## src/hw/rtl/psd_pkg.sv

```systemverilog
// Package for the descending pancake sort: item types, control word and microprogram.
`default_nettype none

package psd_pkg;

  localparam int PC_W = 4;

  typedef struct packed {
    logic signed [31:0] item_value;
    logic               item_last;
  } in_item_t;

  typedef struct packed {
    logic signed [31:0] sorted_value;
    logic               sorted_last;
  } out_item_t;

  typedef enum logic [3:0] {
    OP_LOAD,
    OP_SCAN_INIT,
    OP_SCAN_SEED,
    OP_SCAN,
    OP_FLIP_MAX_INIT,
    OP_FLIP_POS_INIT,
    OP_SWAP_READ,
    OP_SWAP_LO,
    OP_SWAP_HI,
    OP_NEXT_POS,
    OP_OUT_READ,
    OP_OUT_EMIT,
    OP_CLEAR
  } op_t;

  typedef enum logic [1:0] {
    WAIT_NONE,
    WAIT_IN,
    WAIT_OUT
  } wait_t;

  typedef enum logic [2:0] {
    COND_NEVER,
    COND_ALWAYS,
    COND_NOT_LAST,
    COND_IDX_GE_CNT,
    COND_IDX_LT_CNT,
    COND_LO_GE_HI,
    COND_POS_NEXT_LT_CNT,
    COND_IDX_NEXT_LT_CNT
  } cond_t;

  typedef struct packed {
    op_t             op;
    wait_t           hold;
    cond_t           cond;
    logic [PC_W-1:0] target;
  } ctrl_word_t;

  localparam logic [PC_W-1:0] S_LOAD       = 4'd0;
  localparam logic [PC_W-1:0] S_SCAN_INIT  = 4'd1;
  localparam logic [PC_W-1:0] S_SCAN_SEED  = 4'd2;
  localparam logic [PC_W-1:0] S_SCAN       = 4'd3;
  localparam logic [PC_W-1:0] S_FLIP1_INIT = 4'd4;
  localparam logic [PC_W-1:0] S_FLIP1_RD   = 4'd5;
  localparam logic [PC_W-1:0] S_FLIP1_LO   = 4'd6;
  localparam logic [PC_W-1:0] S_FLIP1_HI   = 4'd7;
  localparam logic [PC_W-1:0] S_FLIP2_INIT = 4'd8;
  localparam logic [PC_W-1:0] S_FLIP2_RD   = 4'd9;
  localparam logic [PC_W-1:0] S_FLIP2_LO   = 4'd10;
  localparam logic [PC_W-1:0] S_FLIP2_HI   = 4'd11;
  localparam logic [PC_W-1:0] S_NEXT_POS   = 4'd12;
  localparam logic [PC_W-1:0] S_OUT_READ   = 4'd13;
  localparam logic [PC_W-1:0] S_OUT_EMIT   = 4'd14;
  localparam logic [PC_W-1:0] S_CLEAR      = 4'd15;

  function automatic ctrl_word_t cw(op_t op, wait_t hold, cond_t cond,
                                    logic [PC_W-1:0] target);
    ctrl_word_t w;
    w.op     = op;
    w.hold   = hold;
    w.cond   = cond;
    w.target = target;
    return w;
  endfunction

  function automatic ctrl_word_t microcode(logic [PC_W-1:0] pc);
    ctrl_word_t w;
    unique case (pc)
      S_LOAD:       w = cw(OP_LOAD,          WAIT_IN,   COND_NOT_LAST,        S_LOAD);
      S_SCAN_INIT:  w = cw(OP_SCAN_INIT,     WAIT_NONE, COND_NEVER,           S_LOAD);
      S_SCAN_SEED:  w = cw(OP_SCAN_SEED,     WAIT_NONE, COND_IDX_GE_CNT,      S_FLIP1_INIT);
      S_SCAN:       w = cw(OP_SCAN,          WAIT_NONE, COND_IDX_LT_CNT,      S_SCAN);
      S_FLIP1_INIT: w = cw(OP_FLIP_MAX_INIT, WAIT_NONE, COND_NEVER,           S_LOAD);
      S_FLIP1_RD:   w = cw(OP_SWAP_READ,     WAIT_NONE, COND_LO_GE_HI,        S_FLIP2_INIT);
      S_FLIP1_LO:   w = cw(OP_SWAP_LO,       WAIT_NONE, COND_NEVER,           S_LOAD);
      S_FLIP1_HI:   w = cw(OP_SWAP_HI,       WAIT_NONE, COND_ALWAYS,          S_FLIP1_RD);
      S_FLIP2_INIT: w = cw(OP_FLIP_POS_INIT, WAIT_NONE, COND_NEVER,           S_LOAD);
      S_FLIP2_RD:   w = cw(OP_SWAP_READ,     WAIT_NONE, COND_LO_GE_HI,        S_NEXT_POS);
      S_FLIP2_LO:   w = cw(OP_SWAP_LO,       WAIT_NONE, COND_NEVER,           S_LOAD);
      S_FLIP2_HI:   w = cw(OP_SWAP_HI,       WAIT_NONE, COND_ALWAYS,          S_FLIP2_RD);
      S_NEXT_POS:   w = cw(OP_NEXT_POS,      WAIT_NONE, COND_POS_NEXT_LT_CNT, S_SCAN_INIT);
      S_OUT_READ:   w = cw(OP_OUT_READ,      WAIT_NONE, COND_NEVER,           S_LOAD);
      S_OUT_EMIT:   w = cw(OP_OUT_EMIT,      WAIT_OUT,  COND_IDX_NEXT_LT_CNT, S_OUT_READ);
      S_CLEAR:      w = cw(OP_CLEAR,         WAIT_NONE, COND_ALWAYS,          S_LOAD);
    endcase
    return w;
  endfunction

endpackage

`default_nettype wire

```

## src/hw/rtl/pancake_sort_descending_top.sv

```systemverilog
// Top level of the descending pancake sort: microcoded sequencer, datapath and output register.
`default_nettype none

// Items are loaded one per cycle into a store of DEPTH entries until an item
// marked last arrives; items beyond DEPTH are dropped, though a last item still
// ends the set. The block then sorts the n stored values by suffix reversals and
// sends them out largest first, the final one marked. Input is refused from the
// last item until the whole set has been sent. Each position costs a scan of the
// remaining suffix at one element a cycle plus a read, a low write and a high
// write for every swap of the two reversals, as the store has a single write
// port; each output value is read from the store and then emitted, waiting
// while the previous output value has not yet been taken.

module pancake_sort_descending_top #(
  parameter int DEPTH = 32
) (
  input  wire logic              clk,
  input  wire logic              rst,
  input  wire logic              item_valid,
  output logic                   item_ready,
  input  wire psd_pkg::in_item_t item,
  output logic                   sorted_valid,
  input  wire logic              sorted_ready,
  output psd_pkg::out_item_t     sorted
);

  localparam int CW = $clog2(DEPTH + 1);
  localparam int AW = (DEPTH > 1) ? $clog2(DEPTH) : 1;
  localparam logic [CW-1:0] DEPTH_C = CW'(DEPTH);
  localparam logic [CW-1:0] ONE     = CW'(1);

  logic [psd_pkg::PC_W-1:0] pc;
  psd_pkg::ctrl_word_t      ctrl;

  logic [CW-1:0] cnt;
  logic [CW-1:0] pos;
  logic [CW-1:0] idx;
  logic [CW-1:0] idx_d;
  logic [CW-1:0] best;
  logic [CW-1:0] lo;
  logic [CW-1:0] hi;
  logic [31:0]   best_value;

  logic          go;
  logic          jump;
  logic          out_free;
  logic          in_accept;

  logic          re_a;
  logic [AW-1:0] addr_a;
  logic          re_b;
  logic [AW-1:0] addr_b;
  logic          we;
  logic [AW-1:0] waddr;
  logic [31:0]   wdata;
  logic [31:0]   rd_a;
  logic [31:0]   rd_b;

  assign ctrl       = psd_pkg::microcode(pc);
  assign out_free   = !sorted_valid || sorted_ready;
  assign item_ready = (ctrl.hold == psd_pkg::WAIT_IN);
  assign in_accept  = item_valid && item_ready;

  always_comb begin
    unique case (ctrl.hold)
      psd_pkg::WAIT_NONE: go = 1'b1;
      psd_pkg::WAIT_IN:   go = item_valid;
      psd_pkg::WAIT_OUT:  go = out_free;
      default:            go = 1'b0;
    endcase
  end

  always_comb begin
    unique case (ctrl.cond)
      psd_pkg::COND_NEVER:           jump = 1'b0;
      psd_pkg::COND_ALWAYS:          jump = 1'b1;
      psd_pkg::COND_NOT_LAST:        jump = !item.item_last;
      psd_pkg::COND_IDX_GE_CNT:      jump = (idx >= cnt);
      psd_pkg::COND_IDX_LT_CNT:      jump = (idx < cnt);
      psd_pkg::COND_LO_GE_HI:        jump = (lo >= hi);
      psd_pkg::COND_POS_NEXT_LT_CNT: jump = ((pos + ONE) < cnt);
      psd_pkg::COND_IDX_NEXT_LT_CNT: jump = ((idx + ONE) < cnt);
      default:                       jump = 1'b0;
    endcase
  end

  always_ff @(posedge clk) begin
    if (rst) begin
      pc <= psd_pkg::S_LOAD;
    end else if (go) begin
      pc <= jump ? ctrl.target : pc + 1'b1;
    end
  end

  always_comb begin
    re_a   = 1'b0;
    addr_a = idx[AW-1:0];
    re_b   = 1'b0;
    addr_b = hi[AW-1:0];
    we     = 1'b0;
    waddr  = cnt[AW-1:0];
    wdata  = item.item_value;
    unique case (ctrl.op)
      psd_pkg::OP_LOAD: begin
        we = in_accept && (cnt < DEPTH_C);
      end
      psd_pkg::OP_SCAN_INIT: begin
        re_a   = 1'b1;
        addr_a = pos[AW-1:0];
      end
      psd_pkg::OP_SCAN_SEED, psd_pkg::OP_SCAN: begin
        re_a = (idx < cnt);
      end
      psd_pkg::OP_SWAP_READ: begin
        re_a   = 1'b1;
        addr_a = lo[AW-1:0];
        re_b   = 1'b1;
      end
      psd_pkg::OP_SWAP_LO: begin
        we    = 1'b1;
        waddr = lo[AW-1:0];
        wdata = rd_b;
      end
      psd_pkg::OP_SWAP_HI: begin
        we    = 1'b1;
        waddr = hi[AW-1:0];
        wdata = rd_a;
      end
      psd_pkg::OP_OUT_READ: begin
        re_a = 1'b1;
      end
      default: begin
      end
    endcase
  end

  psd_store #(
    .DEPTH (DEPTH),
    .AW    (AW)
  ) u_store (
    .clk    (clk),
    .re_a   (re_a),
    .addr_a (addr_a),
    .re_b   (re_b),
    .addr_b (addr_b),
    .we     (we),
    .waddr  (waddr),
    .wdata  (wdata),
    .rd_a   (rd_a),
    .rd_b   (rd_b)
  );

  always_ff @(posedge clk) begin
    if (rst) begin
      cnt <= '0;
      pos <= '0;
    end else if (go) begin
      unique case (ctrl.op)
        psd_pkg::OP_LOAD: begin
          if (cnt < DEPTH_C) begin
            cnt <= cnt + ONE;
          end
          pos <= '0;
        end
        psd_pkg::OP_NEXT_POS: begin
          pos <= pos + ONE;
        end
        psd_pkg::OP_CLEAR: begin
          cnt <= '0;
          pos <= '0;
        end
        default: begin
        end
      endcase
    end
  end

  always_ff @(posedge clk) begin
    if (go) begin
      unique case (ctrl.op)
        psd_pkg::OP_SCAN_INIT: begin
          idx  <= pos + ONE;
          best <= pos;
        end
        psd_pkg::OP_SCAN_SEED: begin
          best_value <= rd_a;
          idx_d      <= idx;
          idx        <= idx + ONE;
        end
        psd_pkg::OP_SCAN: begin
          if ($signed(rd_a) > $signed(best_value)) begin
            best_value <= rd_a;
            best       <= idx_d;
          end
          idx_d <= idx;
          idx   <= idx + ONE;
        end
        psd_pkg::OP_FLIP_MAX_INIT: begin
          lo <= best;
          hi <= cnt - ONE;
        end
        psd_pkg::OP_FLIP_POS_INIT: begin
          lo <= pos;
          hi <= cnt - ONE;
        end
        psd_pkg::OP_SWAP_HI: begin
          lo <= lo + ONE;
          hi <= hi - ONE;
        end
        psd_pkg::OP_NEXT_POS: begin
          idx <= '0;
        end
        psd_pkg::OP_OUT_EMIT: begin
          idx <= idx + ONE;
        end
        default: begin
        end
      endcase
    end
  end

  always_ff @(posedge clk) begin
    if (rst) begin
      sorted_valid <= 1'b0;
    end else if (go && (ctrl.op == psd_pkg::OP_OUT_EMIT)) begin
      sorted_valid <= 1'b1;
    end else if (sorted_ready) begin
      sorted_valid <= 1'b0;
    end
  end

  always_ff @(posedge clk) begin
    if (go && (ctrl.op == psd_pkg::OP_OUT_EMIT)) begin
      sorted.sorted_value <= rd_a;
      sorted.sorted_last  <= ((idx + ONE) == cnt);
    end
  end

endmodule

`default_nettype wire

```

## src/hw/rtl/psd_store.sv

```systemverilog
// Element store: one write port and two registered read ports.
`default_nettype none

module psd_store #(
  parameter int DEPTH = 32,
  parameter int AW    = 5
) (
  input  wire logic          clk,
  input  wire logic          re_a,
  input  wire logic [AW-1:0] addr_a,
  input  wire logic          re_b,
  input  wire logic [AW-1:0] addr_b,
  input  wire logic          we,
  input  wire logic [AW-1:0] waddr,
  input  wire logic [31:0]   wdata,
  output logic      [31:0]   rd_a,
  output logic      [31:0]   rd_b
);

  logic [31:0] mem [DEPTH];

  always_ff @(posedge clk) begin
    if (we) begin
      mem[waddr] <= wdata;
    end
  end

  always_ff @(posedge clk) begin
    if (re_a) begin
      rd_a <= mem[addr_a];
    end
    if (re_b) begin
      rd_b <= mem[addr_b];
    end
  end

endmodule

`default_nettype wire

```

## config.mk

```make
export PLATFORM = sky130hd
export DESIGN_NAME = pancake_sort_descending_top
export DESIGN_NICKNAME = d
export VERILOG_FILES = /design/src/hw/rtl/psd_pkg.sv /design/src/hw/rtl/pancake_sort_descending_top.sv /design/src/hw/rtl/psd_store.sv
export SDC_FILE = /design/constraint.sdc
export NUM_CORES = 2
export LEC_CHECK = 0
export BUFFER_PORTS_ARGS = -buffer_cell sky130_fd_sc_hd__buf_4
export CAP_MARGIN = 20
export CORE_ASPECT_RATIO = 1.4
export CORE_MARGIN = 2
export CORE_UTILIZATION = 58
export CTS_CLUSTER_DIAMETER = 60
export DETAILED_ROUTE_END_ITERATION = 8
export PLACE_DENSITY = 0.74
export RECOVER_POWER = 100
export SETUP_SLACK_MARGIN = 0.4
export SLEW_MARGIN = 20
export SYNTH_ARGS = -nofsm -noshare
export SYNTH_HDL_FRONTEND = slang
export SYNTH_SLANG_ARGS = --single-unit
export TNS_END_PERCENT = 30
```

## constraint.sdc

```tcl
create_clock -name clk -period 5.4 [get_ports clk]
set_input_delay 0.27 -clock clk [delete_from_list [all_inputs] [get_ports clk]]
set_output_delay 0.27 -clock clk [all_outputs]
set_load 0.05 [all_outputs]
```

==> summary by stage <==
Setup path
Walking the worst path, the cells encountered are nor4bb_1, or3b_2, and2_2, buf_12, a311oi_1, o311ai_0, o31ai_1. The worst path required time is slightly below 6 ns. The category of the most critical setup path is flip-flop to flip-flop. The setup check on the worst reg-to-reg path leaves a slack of between 0.4 and 0.5 ns. The largest individual stage delay along the critical path comes from the cell sky130_fd_sc_hd__and2_2.

The startpoint identified for the worst register-to-register timing path is ctrl[11]. The kind of start point of the critical path is a flip-flop. The count of cells along the worst register-to-register path is 7. The endpoint class of the critical path is a flip-flop. Of all nets on the critical path, the largest fanout is 48. Data on the critical path arrives at its endpoint at 5.35 ns. The endpoint of the most critical register-to-register path is u_store.rd_a[12]. The delay of the slowest cell on the worst path is between 1 and 1.5 ns.

Timing
After routing, the total negative slack on setup checks comes to 0 ns. The worst setup skew after layout is approximately 0.029 ns. Setup repair after global routing left no endpoint under its margin. The clock period could shrink to just under 5 ns. The number of setup violations in the final report is 0. The highest achievable clock rate is about 200 MHz.

In the finished design, the share of the clock period the worst path needs comes to between 90% and 100%. The slew at the pin closest to its max-slew limit is 2.22 ns. The worst pin sits at a relative slew slack of -48.0%. The count of final max-slew check failures was 319. The number of failing hold endpoints at the final stage is 0.

Synth
In the synthesized netlist the async set-or-reset flop fraction comes to 0%. The largest total area in the synthesized netlist belongs to sky130_fd_sc_hd__edfxtp_1. After synthesis the cells add up to around 0.058 mm^2. In the synthesized netlist, the number of instances is 4225. After synthesis the netlist holds a flip-flop and latch count of 1213. Averaged over all synthesized cells, the footprint is ~14 um^2. The part of the Yosys area used for sequential elements is between 60% and 70%.

After synthesis, the cell types taking the most area are sky130_fd_sc_hd__edfxtp_1 62%, sky130_fd_sc_hd__mux4_2 13%, sky130_fd_sc_hd__nand2_1 7.5%. For this run, the number of Yosys warnings is 0. Counting distinct cell types in the post-synthesis netlist gives 67.

The dominant register cell in the synthesized netlist is sky130_fd_sc_hd__edfxtp_1. The number of enable flip-flop cells after synthesis is 1183. The number of nets handed over by synthesis was 4326. The fraction of synthesized cell area taken by the top area cell type is approximately three fifths.

Clock tree
The number of buffers created by CTS is 110. The cell at the root of the clock tree is sky130_fd_sc_hd__clkbuf_16. Clock-pin slew was measured on the worst setup and hold paths at around 0.070 ns. TritonCTS built the clock tree. The number of sinks driven by the clock tree is ~1200. The clock tree synthesis step divided the H-tree into 3 levels. The maximum buffer depth of the clock tree is 3.

The post-cts repair resize count is 0. The latest clock arrival within the worst-skew pair is 0.74 ns.

Floorplan
The die covers between 0.1 and 0.15 mm^2. After floorplanning, the core was sized to cover approximately 0.098 mm^2. The initial utilization of the core area, before any placement, comes to about three fifths. The die extent in x is between 200 and 300 um. The number of top-level design ports is about 70. From bottom edge to top edge, the die measures 377 um.

After floorplanning, the core was divided into ~140 placement rows.

GRT
The first global-routing pass estimated roughly 250 mm of wire. Entering global routing, the biggest net connects 114 pins. Across every metal layer, demand over resource in global routing totals 33.8%. The number of global-route vias before repair is 38500.

The initial antenna violation count came to 4. The overflow left after global routing is 0.

Placement
The congestion estimate from routability-driven global placement came to roughly 0.9. The HPWL after detailed placement is ~99 mm. The number of port buffers is 71.

Worst hold path
The terminating pin of the worst hold path is u_store.mem[4][29]. The number of cells on the worst hold path is 3. The worst hold path belongs to the class input pin to flip-flop. In this run the most critical hold path is launched from item[30].

Final layout
After the last flow step, the layout net total stands at 4300. The layout cell share with drive strength beyond 1 is between 15 and 20%. The library cell used most frequently in the layout, excluding fill and tap cells, is sky130_fd_sc_hd__edfxtp_1. The number of inserted filler cells in the final layout is between 6000 and 7000. Leaving out fill and tap cells, the most frequent cells in the layout are 1183 x sky130_fd_sc_hd__edfxtp_1, 1151 x sky130_fd_sc_hd__nand2_1, 320 x sky130_fd_sc_hd__mux4_2, 224 x sky130_fd_sc_hd__a311oi_1, 208 x sky130_fd_sc_hd__nand3_1. The area overhead of the layout relative to synthesis is 10.2%.

Power and ir drop
For this design the static power due to leakage is between 20 and 25 nW. Across the VDD grid, the largest voltage drop is ~410 uV. The overall power after layout is approximately 0.03 W. The power density relative to cell area is 461 mW/mm^2.

Drt
The first routing iteration left about 6400 violations. For this block, the via count after detailed routing is between 30000 and 40000. Dividing the detail-routed wire length by the instance count gives approximately 30 um. In the routed layout, each cell is associated on average with a via count of between 7 and 8.

The post-detailed-route count of antenna-violating nets is 0. For this run, the detailed router's first-pass iteration total came to 8. After detailed routing, the number of remaining DRC violations is 0. The total wire length after detailed routing is ~170 mm.

Status
The final reports fail on max-capacitance violations, max-slew violations. The run finished, with violations left.

Job
Max-cap violations in this run came to 7.
==> where the power goes <==
| part | total (W) | internal (W) | switching [W] |
|---|---|---|---|
| logic | 0.00947 | 0.00318 | 0.00630 |
| clock network | 0.00814 | 0.00461 | 0.00352 |
| registers | 0.0116 | 0.0111 | 0.000532 |
==> flip-flops by register name (all words and copies together), names as in the netlist <==
signal,count
u_store.mem,1024
u_store.rd_a,32
idx,6
sorted_valid,1
pc,4
pos,6
best_value,32
ctrl,13
hi,6
u_store.rd_b,32
idx_d,6
cnt,6
sorted,33
best,6
lo,6
==> synthesized netlist by cell type (6+ instances only) <==
cell and count:
sky130_fd_sc_hd__a211oi_1 36, sky130_fd_sc_hd__nor3b_1 6, sky130_fd_sc_hd__inv_1 64, sky130_fd_sc_hd__o31ai_1 35
sky130_fd_sc_hd__nor2b_1 12, sky130_fd_sc_hd__nor3_1 20, sky130_fd_sc_hd__a21o_1 13, sky130_fd_sc_hd__and2_1 8
sky130_fd_sc_hd__clkbuf_1 184, sky130_fd_sc_hd__mux4_2 320, sky130_fd_sc_hd__dfxtp_1 30, sky130_fd_sc_hd__buf_1 35
sky130_fd_sc_hd__nand4_1 13, sky130_fd_sc_hd__nand2_1 1155, sky130_fd_sc_hd__a21oi_1 24, sky130_fd_sc_hd__buf_2 89
sky130_fd_sc_hd__buf_6 9, sky130_fd_sc_hd__ha_1 64, sky130_fd_sc_hd__o21ai_0 16, sky130_fd_sc_hd__nor2_1 77
sky130_fd_sc_hd__a311o_1 32, sky130_fd_sc_hd__xnor2_1 15, sky130_fd_sc_hd__mux2_2 6, sky130_fd_sc_hd__nand2b_1 14
sky130_fd_sc_hd__o311ai_1 32, sky130_fd_sc_hd__a22oi_1 46, sky130_fd_sc_hd__a311oi_1 224, sky130_fd_sc_hd__edfxtp_1 1183
sky130_fd_sc_hd__a221o_1 8, sky130_fd_sc_hd__buf_4 11, sky130_fd_sc_hd__and3_1 162, sky130_fd_sc_hd__nand3_1 208
==> stage by stage <==
| stage | hold slack (ns) | util [%] | cell area [um^2] | cells | setup WS [ns] |
|---|---|---|---|---|---|
| 2_1_floorplan | 0.469 | - | 57600 | 4225 | 0.692 |
| 3_3_place_gp | 0.526 | 61.1 | 60100 | 5395 | 1.15 |
| 6_report | 0.290 | 64.5 | 63400 | 5604 | 0.498 |
| 5_1_grt | 0.264 | 64.5 | 63400 | 5603 | 0.395 |
| 3_5_place_dp | 0.513 | 61.1 | 60100 | 5395 | 1.04 |
| 4_1_cts | 0.319 | 64.9 | 63800 | 5602 | 1.05 |
==> worst max-delay path, delay by kind of cell, from the launching register on <==
| family | cells | cell delay, ns |
|---|---|---|
| and+or+nand+nor | 3 | 2.34 |
| AOI/OAI and AO/OA | 3 | 1.18 |
| DFF | 1 | 0.68 |
| buffers and inverters | 1 | 0.34 |
==> final cells by class <==
type | instances | area, um^2 | share of cell area (%)
clock buffer | 133 | 2880 | 4.54
inverter | 66 | 253 | 0.398
multi-input combinational | 2618 | 20000 | 31.5
tap | 1311 | 1640 | 2.59
timing repair buffer | 190 | 1700 | 2.67
clock inverter | 72 | 841 | 1.33
antenna | 1 | 2.50 | 0.00394
sequential | 1213 | 36100 | 56.9
==> cells by family (layout without fill, tap and decap cells) <==
logic type      count (synthesis)  in the layout  share of synthesized area, %
flops                        1213           1213                          62.7
mux                           331            331                          12.7
buf+inv                       394            461                          2.95
compound gates                503            503                          7.18
other cells                     0              1                             0
xor+xnor                       20             20                         0.304
fa+ha+maj                      64             64                          1.39
simple gates                 1700           1700                          12.7
==> routing by layer <==
layer	track usage [%]	vias to the layer above	share of wire (%)
li1	-	16300	-
met1	43.1	19700	34
met2	53.7	3109	47
met3	7.68	674	13
met4	19.3	8	6.5
met5	0	-	0.032
==> how the worst max path moves through the flow <==
stage,from,to,cells past startpoint
global placement,ctrl[11],u_store.mem[23][28],10
global route,ctrl[11],u_store.mem[15][3],10
finish,ctrl[11],u_store.rd_a[12],7
detailed placement,ctrl[9],u_store.rd_a[4],10
CTS,ctrl[9],u_store.rd_a[4],10
floorplan,sorted_valid,best_value[0],5
==> repair_timing <==
item	in CTS	in global routing
setup buffers	0	0
hold buffers	2	0
hold endpoints to repair	9	0
setup endpoints to repair	0	0
Power figures use the tool's default switching activity.
